## src/hdl/dxyz_fifo.sv

```systemverilog
// Small first-word-fall-through queue in flip-flops.
// Generic in width and depth; no package dependency.
module dxyz_fifo #(
  parameter int WIDTH = 8,
  parameter int DEPTH = 4
) (
  input  logic             clk,
  input  logic             rst,
  input  logic             push,
  input  logic [WIDTH-1:0] wdata,
  input  logic             pop,
  output logic [WIDTH-1:0] rdata,
  output logic             full,
  output logic             empty
);

  localparam int PW = (DEPTH > 1) ? $clog2(DEPTH) : 1;
  localparam int CW = $clog2(DEPTH + 1);

  logic [WIDTH-1:0] mem [DEPTH];
  logic [PW-1:0]    wr_ptr;
  logic [PW-1:0]    rd_ptr;
  logic [CW-1:0]    count;
  logic             do_push;
  logic             do_pop;

  assign full    = (count == CW'(DEPTH));
  assign empty   = (count == '0);
  assign do_push = push && !full;
  assign do_pop  = pop && !empty;
  assign rdata   = mem[rd_ptr];

  always_ff @(posedge clk) begin
    if (do_push) begin
      mem[wr_ptr] <= wdata;
    end
  end

  always_ff @(posedge clk) begin
    if (rst) begin
      wr_ptr <= '0;
      rd_ptr <= '0;
      count  <= '0;
    end else begin
      if (do_push) begin
        wr_ptr <= (wr_ptr == PW'(DEPTH - 1)) ? '0 : wr_ptr + PW'(1);
      end
      if (do_pop) begin
        rd_ptr <= (rd_ptr == PW'(DEPTH - 1)) ? '0 : rd_ptr + PW'(1);
      end
      if (do_push && !do_pop) begin
        count <= count + CW'(1);
      end else if (do_pop && !do_push) begin
        count <= count - CW'(1);
      end
    end
  end

endmodule

```

## config.mk

```make
export PLATFORM = sky130hd
export DESIGN_NAME = dxyz_fifo
export DESIGN_NICKNAME = d
export VERILOG_FILES = /design/src/hdl/dxyz_fifo.sv
export SDC_FILE = /design/constraint.sdc
export NUM_CORES = 1
export LEC_CHECK = 0
export ABC_CLOCK_PERIOD_IN_PS = 6300
export BUFFER_PORTS_ARGS = -buffer_cell sky130_fd_sc_hd__buf_2
export CORE_ASPECT_RATIO = 0.8
export CORE_MARGIN = 2
export CORE_UTILIZATION = 25
export CTS_CLUSTER_SIZE = 40
export DETAILED_ROUTE_END_ITERATION = 10
export SLEW_MARGIN = 5
export SYNTH_ARGS = -nofsm -noshare
export SYNTH_HDL_FRONTEND = slang
export SYNTH_SLANG_ARGS = --single-unit
```

## constraint.sdc

```tcl
create_clock -name clk -period 6.3 [get_ports clk]
set_input_delay 0.945 -clock clk [delete_from_list [all_inputs] [get_ports clk]]
set_output_delay 0.945 -clock clk [all_outputs]
set_load 0.01 [all_outputs]
```

==> metrics.md <==
| Metric | Value |
|---|---|
| Outcome | finished, final reports clean |
| Yosys cell types | 26 |
| Core Rows | 26 |
| Seq cells post-synth | between 40 and 50 |
| Total CTS buffers | 5 |
| # fillers | 650 |
| Combinational family with the most area after synthesis | multiplexers |
| Setup repair after global routing missed its margin | false |
| Clk_lat worst skew | ~290 ps |
| Multiplexer share of the synthesized area | 0.1217 |
| Placed cells | just under 200 |
| Timing-limited maximum frequency | around 0.37 GHz |
| Clock sink total | 41 |
| Main area contributors after synthesis | edfxtp_1 (58%), dfxtp_1 (11%), mux4_2 (11%) |
| Final hold violations | 0 |
| CP endpoint kind | primary output |
| CTS tree | done |
| Post-synth net total | ~110 |
| WP data arrival | ~1700 ps |
| # IOs | 22 |
| Post-synth top flop | edfxtp_1 |
| First-pass DRT Iterations | 4 |
| Startpoint Class | flip-flop |
| Initial Util | 0.2580 |
| CORE AREA | 6376 sq um |
| Cts-stage hold buffer count | 0 |
| H-Tree Depth | 2 |
| Synth Instances | a little over 90 |
| Clock root buffer | clkbuf_8 |
| Remaining global-route overflow | 0 |
| Setup TNS | 0 ps |
| Initial antenna violation count | 0 |
| Sequential-to-total area share from yosys stat | 0.6935 |
| R2R depth | 9 |
| Setup bufs post-CTS | 0 |
| EDFF count, synth | 32 |
| Max-cap violations | 0 |
| Worst-margin pin slew | 577.6 ps |
| Inserted Diodes | 0 |
| Util after Layout | 0.3046 |
| Reg area | between 1000 and 1500 sq um |
| Synth Area in Simple Gates | 0.05703 |
| CP Cell Sequence | mux4_2 -> buf_2 |
| Leak | roughly 0.70 nW |
| Worst hold path cell count | 2 |
| Synth area leader | edfxtp_1 |
| Gr usage total | 0.08806 |
| First-pass GRT wire length | around 4.6 mm |
| Worst R2R End | count[2]$_SDFFE_PP0P_ |
| Final WS setup | roughly 3600 ps |
| Worst Skew | slightly below 4 ps |
| Final ANT Viol Nets | 0 |
| Minimum clock period | between 2000 and 3000 ps |
| Hold crit path type | reg2reg |
| Final Max Tran Viols | 0 |
| Slew Limit Headroom | 0.6144 |
| Area grow syn2layout | 18.02% |
| Area share of the largest cell type after synthesis | 0.5840 |
| Vias in the first global route | 946 |
| Synth Warn # | 0 |
| Starting DRC count in detailed routing | 40 |
| Largest stage delay, worst path | around 690 ps |
| Setup violators final | 0 |
| WS Path Type | reg2out |
| Vias post-DR | approximately 870 |
| Power per cell area | roughly 380 nW/um^2 |
| Die W | about 95 um |
| Hold Crit Start | rd_ptr[0]$_SDFFE_PP0P_ |
| Clock buffer depth | 2 |
| Detailed placement HPWL | 2.060 mm |
| Post-Synth XOR/XNOR Area | 0.01065 |
| Async SR Flop Fraction | 0 |
| Syn_area_per_cell | ~18 sq um |
| Worst r2r src | count[0]$_SDFFE_PP0P_ |
| DRC | 0 |
| Final hold slack | approximately 530 ps |
| Post-layout nets | roughly 140 |
| Vias per cell | between 4 and 5 |
| WP data required | about 5400 ps |
| Final Instance Count excl. Fillers | between 200 and 250 |
| RD Place Congestion | 0.7695 |
| Pre-CTS WS | about 3500 ps |
| Wire per inst | roughly 15 um |
| Port Buf Inserts | 21 |
| Peak VDD IR | between 100 and 150 uV |
| Die area | slightly above 7000 sq um |
| Crit share post-route | 0.4247 |
| Critical Path Fanout Max | 8 |
| Pin count of the biggest net entering global routing | 14 |
| Synth Area in Compound Gates | 0.03042 |
| Layout cells sized above 1 | 0.3846 |
| Worst-path clk slew | 70 ps |
| CTS-repair resized insts | 0 |
| CP max-delay cell | dfxtp_1 |
| Multi-input gate area | 456.7 sq um |
| Adder-Cell Fraction of Synth Area | 0.05779 |
| Routed WL | a little under 3 mm |
| Synthesized area | 1645 sq um |
| R2r setup slk | a little under 4000 ps |
| Die Height | 76.56 um |
cell usage after synthesis (2+ instances only):
cell type and instances:
mux4_2 8, nor2_1 3, dfxtp_1 9, inv_1 4, xor2_1 2, nor3_1 2, edfxtp_1 32, nand3_1 2
a21oi_1 3, ha_1 6, o31ai_2 2, and3_2 4, mux2i_1 2
worst max path at each step:
stage,depth (start not counted),slack [ps],start,to
floorplan,8,3850,push,count[2]$_SDFFE_PP0P_
global placement,9,3670,push,count[2]$_SDFFE_PP0P_
detailed placement,9,3510,push,count[2]$_SDFFE_PP0P_
CTS,2,3570,flip-flop,rdata[6]
global route,2,3490,flip-flop,rdata[6]
finish,2,3620,flip-flop,rdata[3]
report_power, final:
part           switching [W]  internal (W)
clock network      0.0000883      0.000117
logic              0.0000840     0.0000876
registers          0.0000333      0.000330
total               0.000206      0.000534
layer usage:
metal | vias up | GRT usage | part of all wire
met4 | 0 | 0.04348 | 0.022
met5 | - | 0 | 0
met2 | 26 | 0.1496 | 0.50
met1 | 440 | 0.09669 | 0.42
met3 | 8 | 0.03066 | 0.055
li1 | 399 | - | -
kinds of logic after synthesis:
kind of cell | Yosys count
buf+inv | 9
mux | 10
simple gates | 16
fa+ha+maj | 7
flops | 41
compound gates | 7
xor+xnor | 2
worst max-delay path: cells and delay by family (launching register included):
kind	cells	cell delay, ps
flip-flops	1	690
multiplexers	1	590
buffers and inverters	1	160
registers in the layout (all words and copies together), names as in the netlist, named ones only:
register and flops:
wr_ptr 2, rd_ptr 2, count 3, mem 32
per-stage QoR:
stage,total power (W),instance area [sq um]
2_1_floorplan,0.0004877,1645
3_3_place_gp,0.0005319,1832
3_5_place_dp,0.0005446,1832
4_1_cts,0.0007502,1942
5_1_grt,0.0007831,1942
6_report,0.0007396,1942
cell type report:
type	instances	area share
clock buffers	5	0.03544
clock inverters	3	0.02126
inverters	5	0.01224
multi-input cells	42	0.2352
flip-flops and latches	41	0.5876
well taps	84	0.05412
repair buffers	21	0.05412
cell usage in the layout (no fill, tap or decap), drive strengths merged:
master | synthesis | routed
edfxtp | 32 | 32
nand3 | 2 | 2
xor2 | 2 | 2
clkbuf | 1 | 5
or3 | 2 | 2
mux2i | 2 | 2
clkinvlp | 0 | 1
buf | 3 | 21
mux4 | 8 | 8
bufinv | 0 | 1
clkinv | 1 | 2
fa | 1 | 1
or3b | 1 | 1
o21ai | 2 | 2
nor2 | 4 | 4
dfxtp | 9 | 9
a21oi | 3 | 3
ha | 6 | 6
inv | 4 | 4
and3 | 4 | 4
nor3 | 2 | 2
o31ai | 2 | 2
nand2 | 1 | 1
Note: power is estimated with default switching activity, not from simulation.
