<file path="config.mk">
export PLATFORM = sky130hd
export DESIGN_NAME = dxyz_front
export DESIGN_NICKNAME = d
export VERILOG_FILES = /design/src/hdl/dxyz_pkg.sv /design/src/hdl/dxyz_front.sv
export SDC_FILE = /design/constraint.sdc
export NUM_CORES = 1
export LEC_CHECK = 0
export BUFFER_PORTS_ARGS = -buffer_cell sky130_fd_sc_hd__buf_2
export CORE_MARGIN = 1
export CORE_UTILIZATION = 48
export DETAILED_ROUTE_END_ITERATION = 8
export GPL_TIMING_DRIVEN = 0
export PLACE_DENSITY = 0.83
export RECOVER_POWER = 25
export SYNTH_ARGS = -nofsm -noshare
export SYNTH_HDL_FRONTEND = slang
export SYNTH_SLANG_ARGS = --single-unit
</file>
<file path="constraint.sdc">
create_clock -name clk -period 4.9 [get_ports clk]
set_clock_uncertainty 0.15 [all_clocks]
set_input_delay 0.245 -clock clk [delete_from_list [all_inputs] [get_ports clk]]
set_output_delay 0.245 -clock clk [all_outputs]
set_load 0.02 [all_outputs]
</file>
<file path="src/hdl/dxyz_pkg.sv">
// Shared types and constants for the depth/RGB to XYZ point unit.
// No dependencies; imported by every module of the block except dxyz_fifo.
package dxyz_pkg;

  localparam int MAX_WIDTH_DEF  = 4096;
  localparam int MAX_HEIGHT_DEF = 4096;

  localparam int SIZE_W     = 13;
  localparam int CENTER_W   = 16;
  localparam int INV_W      = 32;
  localparam int DEPTH_W    = 16;
  localparam int COLOR_W    = 8;
  localparam int RGB_W      = 3 * COLOR_W;
  localparam int POS_W      = 36;
  localparam int DMAG_W     = 16;
  localparam int PROD1_W    = DMAG_W + INV_W;          // 48
  localparam int SPLIT_W    = PROD1_W / 2;             // 24
  localparam int PART_W     = SPLIT_W + DEPTH_W;       // 40
  localparam int PROD_W     = PROD1_W + DEPTH_W;       // 64
  localparam int ROUND_SH   = 20;
  localparam int MAG_W      = PROD_W - ROUND_SH;       // 44
  localparam int CFG_IDX_W  = 3;
  localparam int CFG_DATA_W = 32;

  localparam int MID_DEPTH = 4;
  localparam int OUT_DEPTH = 8;

  localparam logic [CFG_IDX_W-1:0] REG_IMAGE_WIDTH  = 3'd0;
  localparam logic [CFG_IDX_W-1:0] REG_IMAGE_HEIGHT = 3'd1;
  localparam logic [CFG_IDX_W-1:0] REG_CENTER_X     = 3'd2;
  localparam logic [CFG_IDX_W-1:0] REG_CENTER_Y     = 3'd3;
  localparam logic [CFG_IDX_W-1:0] REG_INV_FOCAL_X  = 3'd4;
  localparam logic [CFG_IDX_W-1:0] REG_INV_FOCAL_Y  = 3'd5;

  localparam logic [SIZE_W-1:0]   RST_IMAGE_WIDTH  = 13'd640;
  localparam logic [SIZE_W-1:0]   RST_IMAGE_HEIGHT = 13'd480;
  localparam logic [CENTER_W-1:0] RST_CENTER_X     = 16'd5120;
  localparam logic [CENTER_W-1:0] RST_CENTER_Y     = 16'd3840;
  localparam logic [INV_W-1:0]    RST_INV_FOCAL    = 32'd8180890;

  localparam logic [MAG_W-1:0] NEG_LIMIT = MAG_W'(1) << (POS_W - 1);
  localparam logic [MAG_W-1:0] POS_LIMIT = NEG_LIMIT - MAG_W'(1);
  localparam logic [PROD_W-1:0] ROUND_HALF = PROD_W'(1) << (ROUND_SH - 1);

  typedef struct packed {
    logic [SIZE_W-1:0]   image_width;
    logic [SIZE_W-1:0]   image_height;
    logic [CENTER_W-1:0] center_x;
    logic [CENTER_W-1:0] center_y;
    logic [INV_W-1:0]    inv_focal_x;
    logic [INV_W-1:0]    inv_focal_y;
  } cfg_t;

  typedef struct packed {
    logic [DMAG_W-1:0]  dx_mag;
    logic               dx_neg;
    logic [DMAG_W-1:0]  dy_mag;
    logic               dy_neg;
    logic [DEPTH_W-1:0] depth;
    logic [RGB_W-1:0]   rgb;
    logic               frame_end;
  } mid_item_t;

  typedef struct packed {
    logic [POS_W-1:0]   x_pos;
    logic [POS_W-1:0]   y_pos;
    logic [DEPTH_W-1:0] z_mm;
    logic               point_valid;
    logic [RGB_W-1:0]   rgb_packed;
    logic               frame_end;
  } out_item_t;

endpackage

</file>
<file path="src/hdl/dxyz_front.sv">
// Front end: pixel position counters, offset from the principal point, frame flag.
// Depends on dxyz_pkg.
module dxyz_front
  import dxyz_pkg::*;
#(
  parameter int MAX_WIDTH  = MAX_WIDTH_DEF,
  parameter int MAX_HEIGHT = MAX_HEIGHT_DEF
) (
  input  logic               clk,
  input  logic               rst,
  input  logic               accept,
  input  cfg_t               cfg,
  input  logic [DEPTH_W-1:0] depth_mm,
  input  logic [COLOR_W-1:0] red,
  input  logic [COLOR_W-1:0] green,
  input  logic [COLOR_W-1:0] blue,
  output mid_item_t          item
);

  localparam int UW  = $clog2(MAX_WIDTH);
  localparam int VW  = $clog2(MAX_HEIGHT);
  localparam int UCW = (UW + 1 > SIZE_W) ? UW + 1 : SIZE_W;
  localparam int VCW = (VW + 1 > SIZE_W) ? VW + 1 : SIZE_W;
  localparam int USW = (UW + 4 > CENTER_W) ? UW + 4 : CENTER_W;
  localparam int VSW = (VW + 4 > CENTER_W) ? VW + 4 : CENTER_W;

  logic [UW-1:0]  column;
  logic [VW-1:0]  row;
  logic [UCW-1:0] w_eff;
  logic [VCW-1:0] h_eff;
  logic           last_col;
  logic           last_row;
  logic [USW-1:0] u_scaled;
  logic [USW-1:0] u_center;
  logic [USW-1:0] u_diff;
  logic [VSW-1:0] v_scaled;
  logic [VSW-1:0] v_center;
  logic [VSW-1:0] v_diff;
  logic           u_neg;
  logic           v_neg;

  // Zero size acts as one, oversized as the maximum.
  always_comb begin
    if (cfg.image_width == '0) begin
      w_eff = UCW'(1);
    end else if (UCW'(cfg.image_width) > UCW'(MAX_WIDTH)) begin
      w_eff = UCW'(MAX_WIDTH);
    end else begin
      w_eff = UCW'(cfg.image_width);
    end
    if (cfg.image_height == '0) begin
      h_eff = VCW'(1);
    end else if (VCW'(cfg.image_height) > VCW'(MAX_HEIGHT)) begin
      h_eff = VCW'(MAX_HEIGHT);
    end else begin
      h_eff = VCW'(cfg.image_height);
    end
  end

  assign last_col = (UCW'(column) + UCW'(1)) >= w_eff;
  assign last_row = (VCW'(row) + VCW'(1)) >= h_eff;

  always_comb begin
    u_scaled = USW'(column) << 4;
    u_center = USW'(cfg.center_x);
    u_neg    = u_scaled < u_center;
    u_diff   = u_neg ? (u_center - u_scaled) : (u_scaled - u_center);
    v_scaled = VSW'(row) << 4;
    v_center = VSW'(cfg.center_y);
    v_neg    = v_scaled < v_center;
    v_diff   = v_neg ? (v_center - v_scaled) : (v_scaled - v_center);
  end

  always_comb begin
    item.dx_mag    = u_diff[DMAG_W-1:0];
    item.dx_neg    = u_neg;
    item.dy_mag    = v_diff[DMAG_W-1:0];
    item.dy_neg    = v_neg;
    item.depth     = depth_mm;
    item.rgb       = {red, green, blue};
    item.frame_end = last_col && last_row;
  end

  // Advance the raster position on every accepted beat.
  always_ff @(posedge clk) begin
    if (rst) begin
      column <= '0;
      row    <= '0;
    end else if (accept) begin
      if (last_col) begin
        column <= '0;
        row    <= last_row ? '0 : row + VW'(1);
      end else begin
        column <= column + UW'(1);
      end
    end
  end

endmodule

</file>
==> impl_results.md <==
- Status: finished clean
- Sequential area share after synthesis: 9.90%
- Die area: 0.0105 mm2
- Clock Sinks: 24
- # fillers: 951
- Pleak: 2.96 nW
- R2r setup slk: 890 ps
- Layout cells sized above 1: 23.1%
- GRT overflow: 0
- Global placement routability congestion: 0.910
- Vias per std cell: 5.33
- Ys Warns: 0
- Cell row count: 36
- Post-route design area: 0.00573 mm2
- Critical path's slowest cell: dfxtp_1
- Resized Gates After CTS: 0
- Clock Tree Buf Depth: 2
- 1st-pass router iterations: 5
- Initial DRC Count: 240
- Commonest non-fill, non-tap cell in the layout: buf_2
- Maximum VDD drop: 0.207 mV
- Synthesized area: 0.00485 mm2
- RSZ-0062 raised after global routing: false
- Crit path required time: 4510 ps
- Post-synth EDFFs: 0
- Total GRT Usage: 22.6%
- Die W: 103 um
- Slew at the pin closest to its max-slew limit: 557 ps
- Synth Flop Type: dfxtp_1
- Final Max Tran Viols: 0
- Initial Util: 49.6%
- CTS tree: yes
- Endpoints failing hold: 0
- Largest net degree at the start of global routing: 15
- Post-synth top area cell: ha_1
- Area Overhead vs Synth: 18.1%
- Tmin final: 4280 ps
- DRC: 0
- Period Utilization, post-route: 87.2%
- Gate count of the mapped netlist: 667
- Pwr Total: 1.15 mW
- Die Y: 103 um
- Min-delay worst type: input pin to flip-flop
- # setup viols final: 0
- Post-CTS setup repair buffer count: 0
- Total negative slack: 0 ps
- Netlist cell types: 62
- Synthesized area per cell: 7.27 um2
- CTS Root Cell: clkbuf_8
- Pwr/cell area: 201 mW/mm2
- Yosys reg bits: 24
- Wirelength, routed: 12100 um
- Clk pin slew, worst setup/hold paths: 90 ps
- Worst Path Max Fanout: 10
- Core ar.: 0.00977 mm2
- Via Count: 4999
- Fraction of registers with async set/reset: 0%
- PortBufs: 134
- Final ANT Viol Nets: 0
- First-pass GRT wire length: 19400 um
- Crit-path cells: ha_1 > and3_1 > clkbuf_1 > and3_1 > xnor2_1 > ha_1 > and2_1 > a221oi_1 > o21ai_0 > a21oi_1 > buf_2 > buf_4 > nor2_1 > buf_2
- Cts hold-fix bufs: 0
- Synth area leaders: ha_1 19%, dfxtp_1 9.9%, buf_4 7.4%
- Layout Nets: 1047
- Max-Cap Viols: 0
- Number of antenna violations at the first check in global routing: 0
- CP Launch Type: flip-flop
- Critical path class: flip-flop to primary output
- H-tree depth: 1
- Most frequent cells in the layout: 116 x buf_2, 74 x ha_1, 69 x nand2_1
- Vias in the first global route: 4324
- Clk_lat worst skew: 270 ps
- Post-DR wirelength/cell: 12.9 um
- Total CTS buffers: 3
- Post-DP HPWL: 10300 um
- FMAX: 234 MHz
- Ant diodes: 0
- Arr. time, crit path: 3880 ps
- Placed Instance Area: 0.00569 mm2
- Synth top area share: 19.1%
- Largest stage delay, worst path: 490 ps
- Synthesized net count: 908
- I/O pin total: 240
- CP endpoint kind: primary output
- Slew headroom: 62.4%
[critical path, delay by kind of cell (launching register included)]
family / cells / cell delay, ps
adder cells (fa/ha/maj): 2 / 560
AO/OA/AOI/OAI: 3 / 780
buffers and inverters: 4 / 990
AND/OR/NAND/NOR: 4 / 620
flip-flops: 1 / 490
XOR/XNOR: 1 / 170
[cells in the mapped netlist (all sizes together) (3+ instances only)]
library cell,instances
nor2,41
nor2b,3
o21bai,8
a211o,11
a21oi,57
mux2i,15
a21o,14
inv,58
and3,21
a31oi,12
nand4,6
a211oi,5
buf,56
a221oi,5
xnor2,30
a221o,4
dfxtp,24
nor3,16
nand2,69
o21ai,28
nor4,8
nand2b,8
clkbuf,14
o21a,3
ha,74
nand3,22
o2bb2ai,3
xor2,16
and2,5
[final cells by class]
| cell class | count | area [um2] | area share [%] |
|---|---|---|---|
| plain buffers | 70 | 470 | 8.21 |
| clock inverters | 1 | 30.0 | 0.524 |
| multi-input cells | 515 | 3680 | 64.3 |
| repair buffers | 134 | 641 | 11.2 |
| flip-flops and latches | 24 | 480 | 8.38 |
| clock buffers | 3 | 41.3 | 0.721 |
| well taps | 133 | 166 | 2.90 |
| inverters | 58 | 218 | 3.80 |
[through the flow]
stage | std cells | utilization [%] | hold WS, ps | setup slack (ps)
global placement | 934 | 58.2 | 338 | 962
CTS | 938 | 58.9 | 114 | 651
global route | 938 | 58.6 | 127 | 292
finish | 938 | 58.6 | 113 | 625
detailed placement | 934 | 58.2 | 338 | 969
floorplan | 667 | - | 317 | 1340
[report_power, final]
part	switching, mW	total [mW]	leakage [nW]	internal, mW
Combinational	0.435	0.738	2.73	0.303
Clock	0.0675	0.177	0.0357	0.109
Sequential	0.0272	0.238	0.195	0.211
[worst paths after layout]
kind	start	to	depth (start not counted)
max	column[0]$_SDFFE_PP0P_	item[0]	14
min	rst	column[5]$_SDFFE_PP0P_	2
max reg2reg	row[0]$_SDFFE_PP0P_	row[4]$_SDFFE_PP0P_	13
min reg2reg	column[8]$_SDFFE_PP0P_	column[8]$_SDFFE_PP0P_	2
[kinds of logic (layout without fill, tap and decap cells)]
group	Yosys count	in the layout	synth area share, %
XOR/XNOR	46	46	8.30
multiplexers	17	17	3.56
AO/OA/AOI/OAI	163	163	22.3
flip-flops	24	24	9.90
AND/OR/NAND/NOR	213	213	21.9
adder cells (fa/ha/maj)	76	76	19.9
buffers and inverters	128	266	14.2
[layer usage]
layer,global-route usage [%],share of wire [%]
met1,29.3,47
met4,4.95,1.0
met5,0,0
met3,1.29,4.8
met2,41.0,48
[registers in the layout, summed over array words and instances, names as in the netlist]
name,flops
row,12
column,12
Note: power is estimated with default switching activity, not from simulation.
